$ cat config.mk
export PLATFORM = sky130hd
export DESIGN_NAME = size_class_block_pool_allocator_top
export DESIGN_NICKNAME = d
export VERILOG_FILES = /design/src/hdl/scbpa_pkg.sv /design/src/hdl/size_class_block_pool_allocator_top.sv /design/src/hdl/scbpa_ctrl.sv /design/src/hdl/scbpa_dp.sv
export VERILOG_INCLUDE_DIRS = /design/src /design/src/hdl
export SDC_FILE = /design/constraint.sdc
export NUM_CORES = 1
export LEC_CHECK = 0
export ABC_CLOCK_PERIOD_IN_PS = 2800
export BUFFER_PORTS_ARGS = -buffer_cell sky130_fd_sc_hd__buf_2
export CORE_ASPECT_RATIO = 1.75
export CORE_UTILIZATION = 40
export DETAILED_ROUTE_END_ITERATION = 16
export PLACE_DENSITY = 0.69
export SETUP_SLACK_MARGIN = 0.02
export SYNTH_ARGS = -nofsm -noshare
export SYNTH_HDL_FRONTEND = slang
export SYNTH_SLANG_ARGS = --single-unit
$ cat constraint.sdc
create_clock -name i_clk -period 2.8 [get_ports i_clk]
set_input_delay 0.28 -clock i_clk [delete_from_list [all_inputs] [get_ports i_clk]]
set_output_delay 0.28 -clock i_clk [all_outputs]
set_load 0.01 [all_outputs]
$ cat src/hdl/assert_macros.svh
// assertion macros shared by the allocator modules
// no dependencies; included by the files that check their own logic
`ifndef ASSERT_MACROS_SVH
`define ASSERT_MACROS_SVH

// property checked at every clock edge outside reset
`define SCB_ASSERT(lbl, clk, rst_n, prop, msg) \
    lbl: assert property (@(posedge clk) disable iff (!rst_n) prop) else $error(msg);

// property that also holds while reset is applied
`define SCB_ASSERT_ALWAYS(lbl, clk, prop, msg) \
    lbl: assert property (@(posedge clk) prop) else $error(msg);

`endif

$ cat src/hdl/scbpa_pkg.sv
// shared types, constants and helper functions of the size class pool allocator
// no dependencies; imported by every module of the block
package scbpa_pkg;

    localparam int unsigned NUM_CLASSES = 4;
    localparam int unsigned NUM_POOLS   = 5;
    localparam int unsigned MAP_W       = 16;
    localparam int unsigned SLOT_W      = 4;
    localparam int unsigned POOL_W      = 3;
    localparam int unsigned SIZE_W      = 20;
    localparam int unsigned STATUS_W    = 2;
    localparam int unsigned CFG_IDX_W   = 3;

    localparam int unsigned CLASS0_SLOTS   = 16;
    localparam int unsigned CLASS1_SLOTS   = 16;
    localparam int unsigned CLASS2_SLOTS   = 16;
    localparam int unsigned CLASS3_SLOTS   = 16;
    localparam int unsigned FALLBACK_SLOTS = 8;

    localparam int unsigned POOL_SLOTS [NUM_POOLS] = '{
        CLASS0_SLOTS, CLASS1_SLOTS, CLASS2_SLOTS, CLASS3_SLOTS, FALLBACK_SLOTS
    };

    typedef logic [MAP_W-1:0]    t_map;
    typedef logic [SIZE_W-1:0]   t_size;
    typedef logic [SLOT_W-1:0]   t_slot;
    typedef logic [POOL_W-1:0]   t_pool;
    typedef logic [STATUS_W-1:0] t_status;
    typedef logic [CFG_IDX_W-1:0] t_cfg_idx;

    localparam t_pool FB_POOL = t_pool'(NUM_POOLS - 1);

    localparam t_size LIMIT_RESET [NUM_CLASSES] = '{
        t_size'(2048), t_size'(8192), t_size'(32768), t_size'(65536)
    };

    // register indexes of the configuration port
    localparam t_cfg_idx CFG_LAST_LIMIT = t_cfg_idx'(NUM_CLASSES - 1);

    // operation codes
    localparam logic FUNC_ALLOC = 1'b0;
    localparam logic FUNC_FREE  = 1'b1;

    // result status codes
    localparam t_status ST_OK       = 2'd0;
    localparam t_status ST_ZERO     = 2'd1;
    localparam t_status ST_FULL     = 2'd2;
    localparam t_status ST_NOT_HELD = 2'd3;

    // commands from controller to datapath
    typedef struct packed {
        logic load;   // capture the input transfer
        logic exec;   // run the request, update maps, fill output register
    } t_ctrl_cmd;

    // bits of a map that belong to real slots of pool p
    function automatic t_map pool_mask(input int unsigned p);
        t_map m;
        m = '0;
        for (int unsigned i = 0; i < MAP_W; i++) begin
            m[i] = (i < POOL_SLOTS[p]);
        end
        return m;
    endfunction

    // index of the lowest set bit, zero when none
    function automatic t_slot lowest_set(input t_map v);
        t_slot idx;
        idx = '0;
        for (int i = MAP_W - 1; i >= 0; i--) begin
            if (v[i]) begin
                idx = t_slot'(i);
            end
        end
        return idx;
    endfunction

endpackage

$ cat src/hdl/size_class_block_pool_allocator_top.sv
// top level of the size class block pool allocator
// depends on scbpa_pkg, scbpa_ctrl and scbpa_dp
//
//  channel   direction  handshake                 payload
//  request   in         i_in_valid / o_in_ready   i_func, i_req_size, i_free_class, i_free_slot
//  result    out        o_out_valid / i_out_ready o_status, o_pool_class, o_slot
//  config    in         i_cfg_valid / o_cfg_ready i_cfg_index, i_cfg_data
//
// each request is first captured from the transfer, then a separate execute step runs the
// class compares, the priority encoders and the map update; the next request
// is taken while the result still waits in the output register
// a stalled result holds the execute step, so input ready stays low until it moves on
// synchronous active low reset clears all occupancy maps and loads default limits
// config writes are always taken; no clearing pass is needed after reset
module size_class_block_pool_allocator_top
    import scbpa_pkg::*;
(
    input  logic     i_clk,
    input  logic     i_rst_n,
    // request channel
    input  logic     i_in_valid,
    output logic     o_in_ready,
    input  logic     i_func,
    input  t_size    i_req_size,
    input  t_pool    i_free_class,
    input  t_slot    i_free_slot,
    // result channel
    output logic     o_out_valid,
    input  logic     i_out_ready,
    output t_status  o_status,
    output t_pool    o_pool_class,
    output t_slot    o_slot,
    // configuration channel
    input  logic     i_cfg_valid,
    output logic     o_cfg_ready,
    input  t_cfg_idx i_cfg_index,
    input  t_size    i_cfg_data
);

    t_ctrl_cmd cmd;

    // limit registers can take a write at any cycle
    assign o_cfg_ready = 1'b1;

    // sequencing of request, execute and result transfer
    scbpa_ctrl u_ctrl (
        .i_clk       (i_clk),
        .i_rst_n     (i_rst_n),
        .i_in_valid  (i_in_valid),
        .o_in_ready  (o_in_ready),
        .o_out_valid (o_out_valid),
        .i_out_ready (i_out_ready),
        .o_cmd       (cmd)
    );

    // limits, occupancy maps, slot search and result register
    scbpa_dp u_dp (
        .i_clk        (i_clk),
        .i_rst_n      (i_rst_n),
        .i_cmd        (cmd),
        .i_func       (i_func),
        .i_req_size   (i_req_size),
        .i_free_class (i_free_class),
        .i_free_slot  (i_free_slot),
        .i_cfg_we     (i_cfg_valid && o_cfg_ready),
        .i_cfg_index  (i_cfg_index),
        .i_cfg_data   (i_cfg_data),
        .o_status     (o_status),
        .o_pool_class (o_pool_class),
        .o_slot       (o_slot)
    );

endmodule

$ cat src/hdl/scbpa_ctrl.sv
// controller of the size class pool allocator: request sequencing and output valid
// depends on scbpa_pkg and assert_macros.svh
`include "assert_macros.svh"

module scbpa_ctrl
    import scbpa_pkg::*;
(
    input  logic      i_clk,
    input  logic      i_rst_n,
    input  logic      i_in_valid,
    output logic      o_in_ready,
    output logic      o_out_valid,
    input  logic      i_out_ready,
    output t_ctrl_cmd o_cmd
);

    localparam logic S_IDLE = 1'b0;
    localparam logic S_EXEC = 1'b1;

    logic r_state, n_state;
    logic r_out_valid, n_out_valid;
    logic out_blocked;

    assign out_blocked = r_out_valid && !i_out_ready;

    always_comb begin
        n_state     = r_state;
        n_out_valid = r_out_valid;
        o_cmd       = '0;
        if (r_out_valid && i_out_ready) begin
            n_out_valid = 1'b0;
        end
        case (r_state)
            S_IDLE: begin
                if (i_in_valid) begin
                    o_cmd.load = 1'b1;
                    n_state    = S_EXEC;
                end
            end
            S_EXEC: begin
                if (!out_blocked) begin
                    o_cmd.exec  = 1'b1;
                    n_out_valid = 1'b1;
                    n_state     = S_IDLE;
                end
            end
            default: begin
                n_state = S_IDLE;
            end
        endcase
    end

    always_ff @(posedge i_clk) begin
        if (!i_rst_n) begin
            r_state     <= S_IDLE;
            r_out_valid <= 1'b0;
        end else begin
            r_state     <= n_state;
            r_out_valid <= n_out_valid;
        end
    end

    assign o_in_ready  = (r_state == S_IDLE);
    assign o_out_valid = r_out_valid;

    `SCB_ASSERT(a_exec_room, i_clk, i_rst_n, o_cmd.exec |-> !out_blocked, "exec with output full")
    `SCB_ASSERT(a_load_exec, i_clk, i_rst_n, o_cmd.load |=> r_state == S_EXEC, "load without exec")
    `SCB_ASSERT(a_exec_valid, i_clk, i_rst_n, o_cmd.exec |=> r_out_valid, "result lost after exec")
    `SCB_ASSERT_ALWAYS(a_cmd_excl, i_clk, !(o_cmd.load && o_cmd.exec), "load and exec together")

endmodule

$ cat src/hdl/scbpa_dp.sv
// datapath of the size class pool allocator: limits, occupancy maps, output register
// depends on scbpa_pkg and assert_macros.svh
`include "assert_macros.svh"

module scbpa_dp
    import scbpa_pkg::*;
(
    input  logic      i_clk,
    input  logic      i_rst_n,
    input  t_ctrl_cmd i_cmd,
    input  logic      i_func,
    input  t_size     i_req_size,
    input  t_pool     i_free_class,
    input  t_slot     i_free_slot,
    input  logic      i_cfg_we,
    input  t_cfg_idx  i_cfg_index,
    input  t_size     i_cfg_data,
    output t_status   o_status,
    output t_pool     o_pool_class,
    output t_slot     o_slot
);

    // captured request
    logic  r_func;
    t_size r_size;
    t_pool r_fcls;
    t_slot r_fslot;

    t_size r_lim [NUM_CLASSES];
    t_map  r_busy [NUM_POOLS];
    t_map  n_busy [NUM_POOLS];

    t_status r_status, n_status;
    t_pool   r_pool, n_pool;
    t_slot   r_slot, n_slot;

    t_map                   free_vec [NUM_POOLS];
    logic [NUM_POOLS-1:0]   has_free;
    t_slot                  low_idx [NUM_POOLS];
    logic [NUM_CLASSES-1:0] fits_le;
    logic [NUM_CLASSES-1:0] above;
    logic                   granted;
    t_map                   sel_map;
    logic                   fcls_ok;
    logic                   fb_stray;

    always_comb begin
        for (int unsigned p = 0; p < NUM_POOLS; p++) begin
            free_vec[p] = ~r_busy[p] & pool_mask(p);
            has_free[p] = |free_vec[p];
            low_idx[p]  = lowest_set(free_vec[p]);
        end
        for (int unsigned c = 0; c < NUM_CLASSES; c++) begin
            fits_le[c] = (r_size <= r_lim[c]);
        end
        above[0] = 1'b1;
        for (int unsigned c = 1; c < NUM_CLASSES; c++) begin
            above[c] = !fits_le[c-1];
        end
    end

    always_comb begin
        n_busy   = r_busy;
        n_status = ST_OK;
        n_pool   = '0;
        n_slot   = '0;
        granted  = 1'b0;
        fcls_ok  = (r_fcls < t_pool'(NUM_POOLS));
        sel_map  = fcls_ok ? r_busy[r_fcls] : '0;
        if (r_func == FUNC_ALLOC) begin
            if (r_size == '0) begin
                n_status = ST_ZERO;
            end else begin
                // first class in ascending order whose bracket holds the size and has room
                for (int unsigned c = 0; c < NUM_CLASSES; c++) begin
                    if (!granted && above[c] && fits_le[c] && has_free[c]) begin
                        granted                 = 1'b1;
                        n_pool                  = t_pool'(c);
                        n_slot                  = low_idx[c];
                        n_busy[c][low_idx[c]]   = 1'b1;
                    end
                end
                if (!granted) begin
                    if (has_free[FB_POOL]) begin
                        n_pool                        = FB_POOL;
                        n_slot                        = low_idx[FB_POOL];
                        n_busy[FB_POOL][low_idx[FB_POOL]] = 1'b1;
                    end else begin
                        n_status = ST_FULL;
                    end
                end
            end
        end else begin
            // busy bits exist only for real slots, so this also rejects out of range slots
            n_pool = r_fcls;
            n_slot = r_fslot;
            if (fcls_ok && sel_map[r_fslot]) begin
                n_busy[r_fcls][r_fslot] = 1'b0;
            end else begin
                n_status = ST_NOT_HELD;
            end
        end
    end

    always_ff @(posedge i_clk) begin
        if (i_cmd.load) begin
            r_func  <= i_func;
            r_size  <= i_req_size;
            r_fcls  <= i_free_class;
            r_fslot <= i_free_slot;
        end
        if (i_cmd.exec) begin
            r_status <= n_status;
            r_pool   <= n_pool;
            r_slot   <= n_slot;
        end
    end

    always_ff @(posedge i_clk) begin
        if (!i_rst_n) begin
            for (int unsigned c = 0; c < NUM_CLASSES; c++) begin
                r_lim[c] <= LIMIT_RESET[c];
            end
            for (int unsigned p = 0; p < NUM_POOLS; p++) begin
                r_busy[p] <= '0;
            end
        end else begin
            if (i_cfg_we && (i_cfg_index <= CFG_LAST_LIMIT)) begin
                r_lim[i_cfg_index[1:0]] <= i_cfg_data;
            end
            if (i_cmd.exec) begin
                r_busy <= n_busy;
            end
        end
    end

    assign o_status     = r_status;
    assign o_pool_class = r_pool;
    assign o_slot       = r_slot;

    // busy bit set past the end of the fallback pool
    assign fb_stray = |(r_busy[FB_POOL] & ~pool_mask(FB_POOL));

    `SCB_ASSERT(a_fb_in_range, i_clk, i_rst_n, !fb_stray, "fallback slot beyond pool size busy")
    `SCB_ASSERT(a_map_hold, i_clk, i_rst_n, !i_cmd.exec |=> $stable(r_busy[0]), "class 0 map moved")

endmodule
-- After elaboration in Yosys (flattened, before gate mapping)
Memories as Yosys holds them, arrays and structs flattened.
Cells that the tools add are included.
- register bits after elaboration: 119
- word-level logic and storage cells: 246
- memories kept: 1
- RAM bits: 80
- output and inout bits: 12
- input port bits: 56
- memories (name ; depth ; bits a word ; read ports ; clocked after Yosys merged registers in ; write ports ; line ; RTL):
    u_dp.r_lim ; 4 ; 20 ; 4 ; 0 ; 4 ; scbpa_dp.sv:29 ; t_size r_lim [NUM_CLASSES];
- mux-type cells: 149
- bitwise operators: 14
- order comparisons: 20
- reduce and logical (&&, ||, !) cells: 45
- equality and inequality tests: 3
- operators by type and width (operator ; count):
    2-to-1 mux 4 bit ; 72
    2-to-1 mux 80 bit ; 3
    2-to-1 mux 16 bit ; 10
    AND 80 bit ; 1
    less-or-equal comparator 20 bit ; 4
    inverter 80 bit ; 1
    bitwise OR 16 bit ; 5
    inverter 16 bit ; 4
    OR reduction 16 bit ; 4
    binary-select mux 16 bit (select 3 bit) ; 1
    demux 16 bit (select 3 bit) ; 1
    2-to-1 mux 3 bit ; 12
    2-to-1 mux 1 bit ; 33
    < comparator 4 x 5 -> 1 bit (second input constant) ; 5
    demux 1 bit (select 4 bit) ; 6
    logical AND 1 bit ; 21
    >= comparator 4 x 1 -> 1 bit (second input constant) ; 5
    logical NOT 20 bit ; 1
    2-to-1 mux 20 bit ; 1
    OR reduction 20 bit ; 1
    2-to-1 mux 2 bit ; 8
    AND reduction 4 bit ; 4
    nonzero test 2 bit ; 5
    inverter 8 bit ; 1
    other kinds (15) ; 22

-- Logic depth before layout (Yosys ltp)
- depth after elaboration: 30
- depth in mapped cells: 13
- gate-level depth less buffers: 11

-- Modules after synthesis
From an unflattened synthesis, not the netlist that was laid out.
- cells, all modules: 1154
- area, all modules: 11407.2 um2
- by module, submodules not included (module ; instances ; cells each ; area each (um2) ; sequential area each (um2)):
    scbpa_dp ; 1 ; 1143 ; 11293.3 ; 5114.9
    scbpa_ctrl ; 1 ; 9 ; 102.6 ; 40.0
    size_class_block_pool_allocator_top ; 1 ; 2 ; 11.3 ; 0.0

-- Worst setup path before layout
OpenSTA, ideal clock, no wires.
- path type: flip-flop to flip-flop
- from: register u_dp.r_size[17]
- to: register u_dp.r_slot[0] (netlist: u_dp.o_slot[0]), data pin
- library setup time: 0.268 ns
- path buffers: 1
- arrival time: 2.759 ns
- period minus slack after synthesis: 3.027 ns
- stages on the path, launching flop included: 12
- required time: 2.532 ns
- path slack: -0.227 ns
- cells stage by stage: edfxtp_1 > ha_1 > nand4_1 > nor4_1 > nand2_1 > o311a_1 > a221oi_1 > a21oi_1 > and3_1 > clkbuf_1 > a221oi_1 > a31oi_1
- cells in the longest elaborated chain, start to end: 29
- elaborated cells between the ends (all ways): 41
- those cells by class: order compare (4); mux (20); reduce/logical (17)
- ends and longest elaborated chain (what ; line ; RTL):
    from (decl) ; scbpa_dp.sv:25 ; t_size r_size;
    from (signal assigned) ; scbpa_dp.sv:108 ; r_size <= i_req_size;
    less-or-equal comparator 20 bit ; scbpa_dp.sv:54 ; fits_le[c] = (r_size <= r_lim[c]);
    logical AND 1 bit ; scbpa_dp.sv:76 ; if (!granted && above[c] && fits_le[c] && has_free[c]) begin
    2-to-1 mux 1 bit ; scbpa_dp.sv:76 ;
    2-to-1 mux 1 bit ; scbpa_dp.sv:71 ; if (r_size == '0) begin
    2-to-1 mux 1 bit ; scbpa_dp.sv:70 ; if (r_func == FUNC_ALLOC) begin
    logical NOT 1 bit ; scbpa_dp.sv:76 ;
    logical AND 1 bit (3 in a row) ; scbpa_dp.sv:76 ;
    2-to-1 mux 1 bit ; scbpa_dp.sv:76 ;
    (+10 left out) ; -- ;
    logical AND 1 bit (3 in a row) ; scbpa_dp.sv:76 ;
    2-to-1 mux 1 bit ; scbpa_dp.sv:76 ;
    2-to-1 mux 1 bit ; scbpa_dp.sv:71 ;
    2-to-1 mux 1 bit ; scbpa_dp.sv:70 ;
    2-to-1 mux 4 bit ; scbpa_dp.sv:83 ; if (!granted) begin
    2-to-1 mux 4 bit (*) ; scbpa_dp.sv:71 ;
    2-to-1 mux 4 bit (*) ; scbpa_dp.sv:70 ;
    net u_dp.n_slot[0] ; scbpa_dp.sv:35 ; t_slot r_slot, n_slot;
    to (signal assigned) ; scbpa_dp.sv:115 ; r_slot <= n_slot;
    to (decl) ; scbpa_dp.sv:35 ;
The timed path passes the listed nets; every way through them passes the cells marked *. The select of a mux whose other input is x is not followed.
A chain may end at the register's enable or synchronous reset.

-- Worst setup path after layout
- from: register u_dp.r_size[18]
- to: register u_dp.r_busy[47] (netlist name)
- cells in the longest elaborated chain, start to end: 18
- elaborated cells between the ends (all ways): 24
- those cells by class: order compare (3); eq/ne (1); mux (6); reduce/logical (14)
- ends and longest elaborated chain (what ; line ; RTL):
    less-or-equal comparator 20 bit ; scbpa_dp.sv:54 ;
    logical AND 1 bit ; scbpa_dp.sv:76 ;
    2-to-1 mux 1 bit ; scbpa_dp.sv:76 ;
    2-to-1 mux 1 bit ; scbpa_dp.sv:71 ;
    2-to-1 mux 1 bit ; scbpa_dp.sv:70 ;
    logical NOT 1 bit ; scbpa_dp.sv:76 ;
    logical AND 1 bit (3 in a row) ; scbpa_dp.sv:76 ;
    2-to-1 mux 1 bit ; scbpa_dp.sv:76 ;
    2-to-1 mux 1 bit ; scbpa_dp.sv:71 ;
    2-to-1 mux 1 bit ; scbpa_dp.sv:70 ;
    logical NOT 1 bit ; scbpa_dp.sv:76 ;
    logical AND 1 bit (3 in a row) ; scbpa_dp.sv:76 ;
    nonzero test 2 bit (no source line) ; -- ;
    AND reduction 4 bit (no source line) (*) ; -- ;
    to (signal assigned) ; scbpa_dp.sv:132 ; r_busy <= n_busy;
    to (decl) ; scbpa_dp.sv:30 ; t_map r_busy [NUM_POOLS];
Mark *: on every way between the ends. The rest lies on a longest branch, timed or not. The select of a mux whose other input is x is not followed.

==> results.py <==
metrics = {
    "worst_setup_path": {
        "path_delay_family": "simple AND/OR/NAND/NOR gates",
        "worstSetupStartpointType": "flop",
        "reg2reg_setup_slack_ns": -0.31,
        "critPathKind": "flop to flop",
        "critical_path_data_arrival_time_ns": 3.49,
        "cp_data_required_time_ns": 3.19,
        "cpMaxStageDelayCell": "edfxtp_1",
        "worst-r2r-cell-count": 14,
        "crit-reg2reg-capture": "u_dp.r_busy[47]",
        "timing.rr.start": "u_dp.r_size[18]",
        "timing.critical_path.mode_cell": "buf_4",
        "setup.worst_path.start": "u_dp.r_size[18]",
        "cells_traversed_along_the_worst_timing_path": "buf_4 > ha_1 > nand4_1 > nor3_1 > buf_4 > nand3_1 > o21ai_0 > nor2_2 > buf_4 > nor4_2 > buf_4 > and2_4 > nand3b_1 > o21ai_1",
        "cp_num_buf_inv": 4,
        "critPathMaxFanout": 5,
        "timing.critical_path.depth": 14,
        "delay_of_the_slowest_cell_on_the_worst_path_ns": 0.52,
        "timing.critical_path.to_type": "flop",
    },
    "routing": {
        "drt_pre_antenna_iters": 5,
        "dr_iter_0_viols": 724,
        "detailroute.via_count": 11000,
        "wl_per_cell_um": 22.8,
        "drtAntennaViolNets": 0,
        "post_drt_via_cell_ratio": 5.85,
        "drt_drc_violations_left": 0,
        "finalWirelength_um": 43000,
    },
    "clock_network": {
        "htree_num_levels": 4,
        "cts-buffers-inserted": 17,
        "clock_tree_from_tritoncts": "yes",
        "clk_path_buf_depth": 2,
        "clock_sink_total": 199,
        "cts-root-buf": "clkbuf_16",
        "clk_latency_ns": 0.47,
        "cts.clk_slew.worst_paths_ns": 0.07,
    },
    "logic_synthesis": {
        "netlist_area_um2": 11600,
        "synth_cell_type_count": 72,
        "synth-xor-area-share_pct": 0,
        "dominant_combinational_cell_family_by_area_after_synthesis": "simple AND/OR/NAND/NOR gates",
        "syn-num-nets": 1347,
        "yosysSeqAreaShare_pct": 44.6,
        "post_synth_inst_count": 1211,
        "ys_seq_elements": 199,
        "post_synth_and_or_nand_nor_area_fraction_pct": 20.5,
        "ys.warnings.count": 0,
        "synth-main-ff-cell": "edfxtp_1",
        "synth_compound_area_share_pct": 17.0,
        "synthesized_area_fraction_occupied_by_adder_cells_pct": 8.65,
        "synth_edf_count": 117,
        "synth_area_per_cell_um2": 9.55,
        "async_reset_ff_share_pct": 0,
        "synthMuxAreaShare_pct": 3.67,
    },
    "power_and_ir_drop": {
        "powerDensity_nw_per_um2": 449,
        "switching_share_pct": 27.1,
        "power.switching_mw": 1.93,
        "clkPwrFrac_pct": 36.7,
        "worst_ir_drop_vdd_v": 0.000475,
        "power_report.internal_total_mw": 5.20,
        "static-leakage-power_nw": 6.26,
        "seq_power_share_pct": 46.2,
        "comb_power_share_pct": 17.1,
    },
    "timing": {
        "finalCriticalPeriod_ns": 3.11,
        "relSlewSlack_pct": 27.2,
        "finalMaxSlewViolations": 0,
        "worst_path_setup_slack_after_routing_ns": -0.306,
        "rsz0062_at_grt": "yes",
        "layout_worst_path_cycle_share_pct": 111,
        "finalSetupViolCount": 86,
        "final.hold.worst_slack_ns": 0.0294,
        "max_freq_mhz": 322,
        "fin_skew_ns": 0.0129,
        "worst_pin_slew_ns": 1.09,
        "timing_hold_violations_final": 0,
    },
    "placed_design": {
        "numPortBuffers": 66,
        "place_congestion": 1.02,
        "half_perimeter_wire_length_of_the_detailed_placement_result_um": 32200,
        "dp.cells": 1782,
    },
    "floorplan": {
        "initial_core_util_pct": 40.6,
        "fp.dieH_um": 227,
        "core_um2": 28500,
        "die_footprint_um2": 29600,
        "core.rowCount": 82,
        "io-pin-count": 68,
        "die_width_um": 131,
    },
    "cells_and_area": {
        "design.final.nets": 1630,
        "drive_above_1_share_pct": 32.3,
        "layout_commonest_cell": "buf_4",
        "number_of_inserted_diodes": 0,
        "areaGrowthSynthToFinish_pct": 37.3,
        "post_layout_nonfiller_instances": 1884,
        "final_cell_mix": "buf_4 (179), edfxtp_1 (117), nand2_1 (108)",
    },
    "run_status": {
        "failed_checks": "setup timing",
        "run_status": "finished with violations",
    },
    "min_path": {
        "min-delay-path-class": "primary input to flop",
        "min_from": "i_req_size[16]",
        "timing.hold.worst_path_depth": 1,
        "hold_ep": "u_dp.r_size[16]",
    },
    "global_route": {
        "grt_first_pass_wirelength_um": 63100,
        "first_global_vias": 11000,
        "globalRouteOverflowTotal": 0,
        "grt_use_total_pct": 29.6,
        "grt_max_degree": 36,
        "grt_antenna_before_repair": 0,
    },
    "run": {
        "cap_violations": 0,
    },
}
synth_stat cells, types with 3 or more instances:
cell / instances / area [um2]
and2_1: 84 / 526
buf_6: 3 / 33.8
mux2i_1: 21 / 210
nand3_1: 53 / 265
clkbuf_1: 28 / 105
nand2_1: 127 / 477
nor2_1: 48 / 180
edfxtp_1: 117 / 3510
o21ai_0: 55 / 275
a22oi_1: 4 / 30.0
mux2_2: 3 / 33.8
a2111oi_0: 3 / 26.3
a32o_1: 24 / 240
nor4_1: 13 / 81.3
or3_1: 3 / 18.8
nand3b_1: 5 / 37.5
ha_1: 80 / 1000
o311ai_0: 3 / 26.3
a211o_1: 4 / 35.0
buf_1: 4 / 15.0
mux4_2: 8 / 180
inv_1: 107 / 402
or2_2: 3 / 18.8
o211ai_1: 40 / 300
a21boi_0: 7 / 52.6
a21o_1: 7 / 52.6
o21ai_1: 3 / 15.0
nor3_1: 22 / 110
nor2b_1: 16 / 100
nor3b_1: 4 / 30.0
nand4_1: 38 / 238
dfxtp_1: 82 / 1640
buf_4: 3 / 22.5
nand2b_1: 24 / 150
buf_2: 12 / 60.1
a211oi_1: 7 / 52.6
a31o_2: 8 / 70.1
o31ai_1: 12 / 90.1
o22ai_1: 5 / 31.3
and3_1: 3 / 18.8
a31oi_1: 9 / 56.3
o21a_1: 8 / 60.1
a21oi_1: 64 / 320
area by class of cell:
cell class	count	area (um2)
Clock inverter	13	165
Timing Repair Buffer	315	2520
Tap cell	378	473
Clock buffer	18	439
Inverter	107	402
Sequential cell	199	5150
Multi-Input combinational cell	854	6730
Fill cell	2472	12600
worst max-delay path by stage:
stage	slack, ns	to
after floorplan	-0.01	u_dp.o_slot[0]
after global placement	-0.49	u_dp.o_slot[0]
after detailed placement	-0.51	u_dp.o_slot[0]
after CTS	-0.25	u_dp.o_slot[2]
after global routing	-0.39	u_dp.r_busy[47]
final	-0.31	u_dp.r_busy[47]
state kept, by name (all words and copies together) (netlist names):
| signal | cells |
|---|---|
| u_dp.r_fcls | 3 |
| u_dp.r_busy | 80 |
| u_dp.r_size | 20 |
| u_dp.r_fslot | 4 |
| u_dp.r_func | 1 |
| u_ctrl.o_out_valid | 1 |
| u_ctrl.r_state | 1 |
| u_dp.r_lim | 80 |
| u_dp.o_status | 2 |
| u_dp.o_pool_class | 3 |
| u_dp.o_slot | 4 |
kinds of logic (layout without fill, tap and decap cells):
family,Yosys count,after routing
multiplexers,32,32
AND/OR/NAND/NOR,455,455
AO/OA/AOI/OAI,286,286
other,1,1
buffers and inverters,158,453
adder cells (fa/ha/maj),80,80
flip-flops,199,199
power groups by stage:
stage                     clock, mW  sequential (mW)  combinational (mW)
after floorplan                   0             3.34               0.523
after global placement            0             3.36               0.943
after detailed placement          0             3.36               0.964
after CTS                      2.64             3.29                1.14
after global routing           2.73             3.30                1.31
final                          2.61             3.29                1.22
metal layers:
metal	track usage, %	part of all wire (%)
met5	0	0
met4	27.4	10
met3	4.98	4.5
met2	53.9	52
met1	27.4	33
through the flow:
stage	worst slack [ns]	setup TNS, ns	instance area, um2	total power, mW	util, %
floorplan	-0.0107	-0.0107	11600	3.86	-
global placement	-0.490	-23.61	13600	4.30	47.7
detailed placement	-0.506	-24.19	13600	4.32	47.7
CTS	-0.253	-14.63	15400	7.06	54.2
global route	-0.394	-26.08	15900	7.34	55.7
finish	-0.306	-18.22	15900	7.12	55.7
worst register-to-register path: cells and delay by family (launching register included):
kind | cells | cell delay (ns)
AOI/OAI and AO/OA | 2 | 0.30
adders and majority gates | 1 | 0.30
buffers and inverters | 4 | 0.71
DFF | 1 | 0.52
and+or+nand+nor | 7 | 1.21
what timing repair did:
item / 4_1_cts / 5_1_grt
pin swaps: 92 / 55
setup buffers: 34 / 12
cloned: 4 / 0
setup endpoints to repair: 88 / 88
hold buffers: 27 / 0
resized for setup: 167 / 79
endpoints found under the hold margin: 27 / 0
Power figures use the tool's default switching activity.
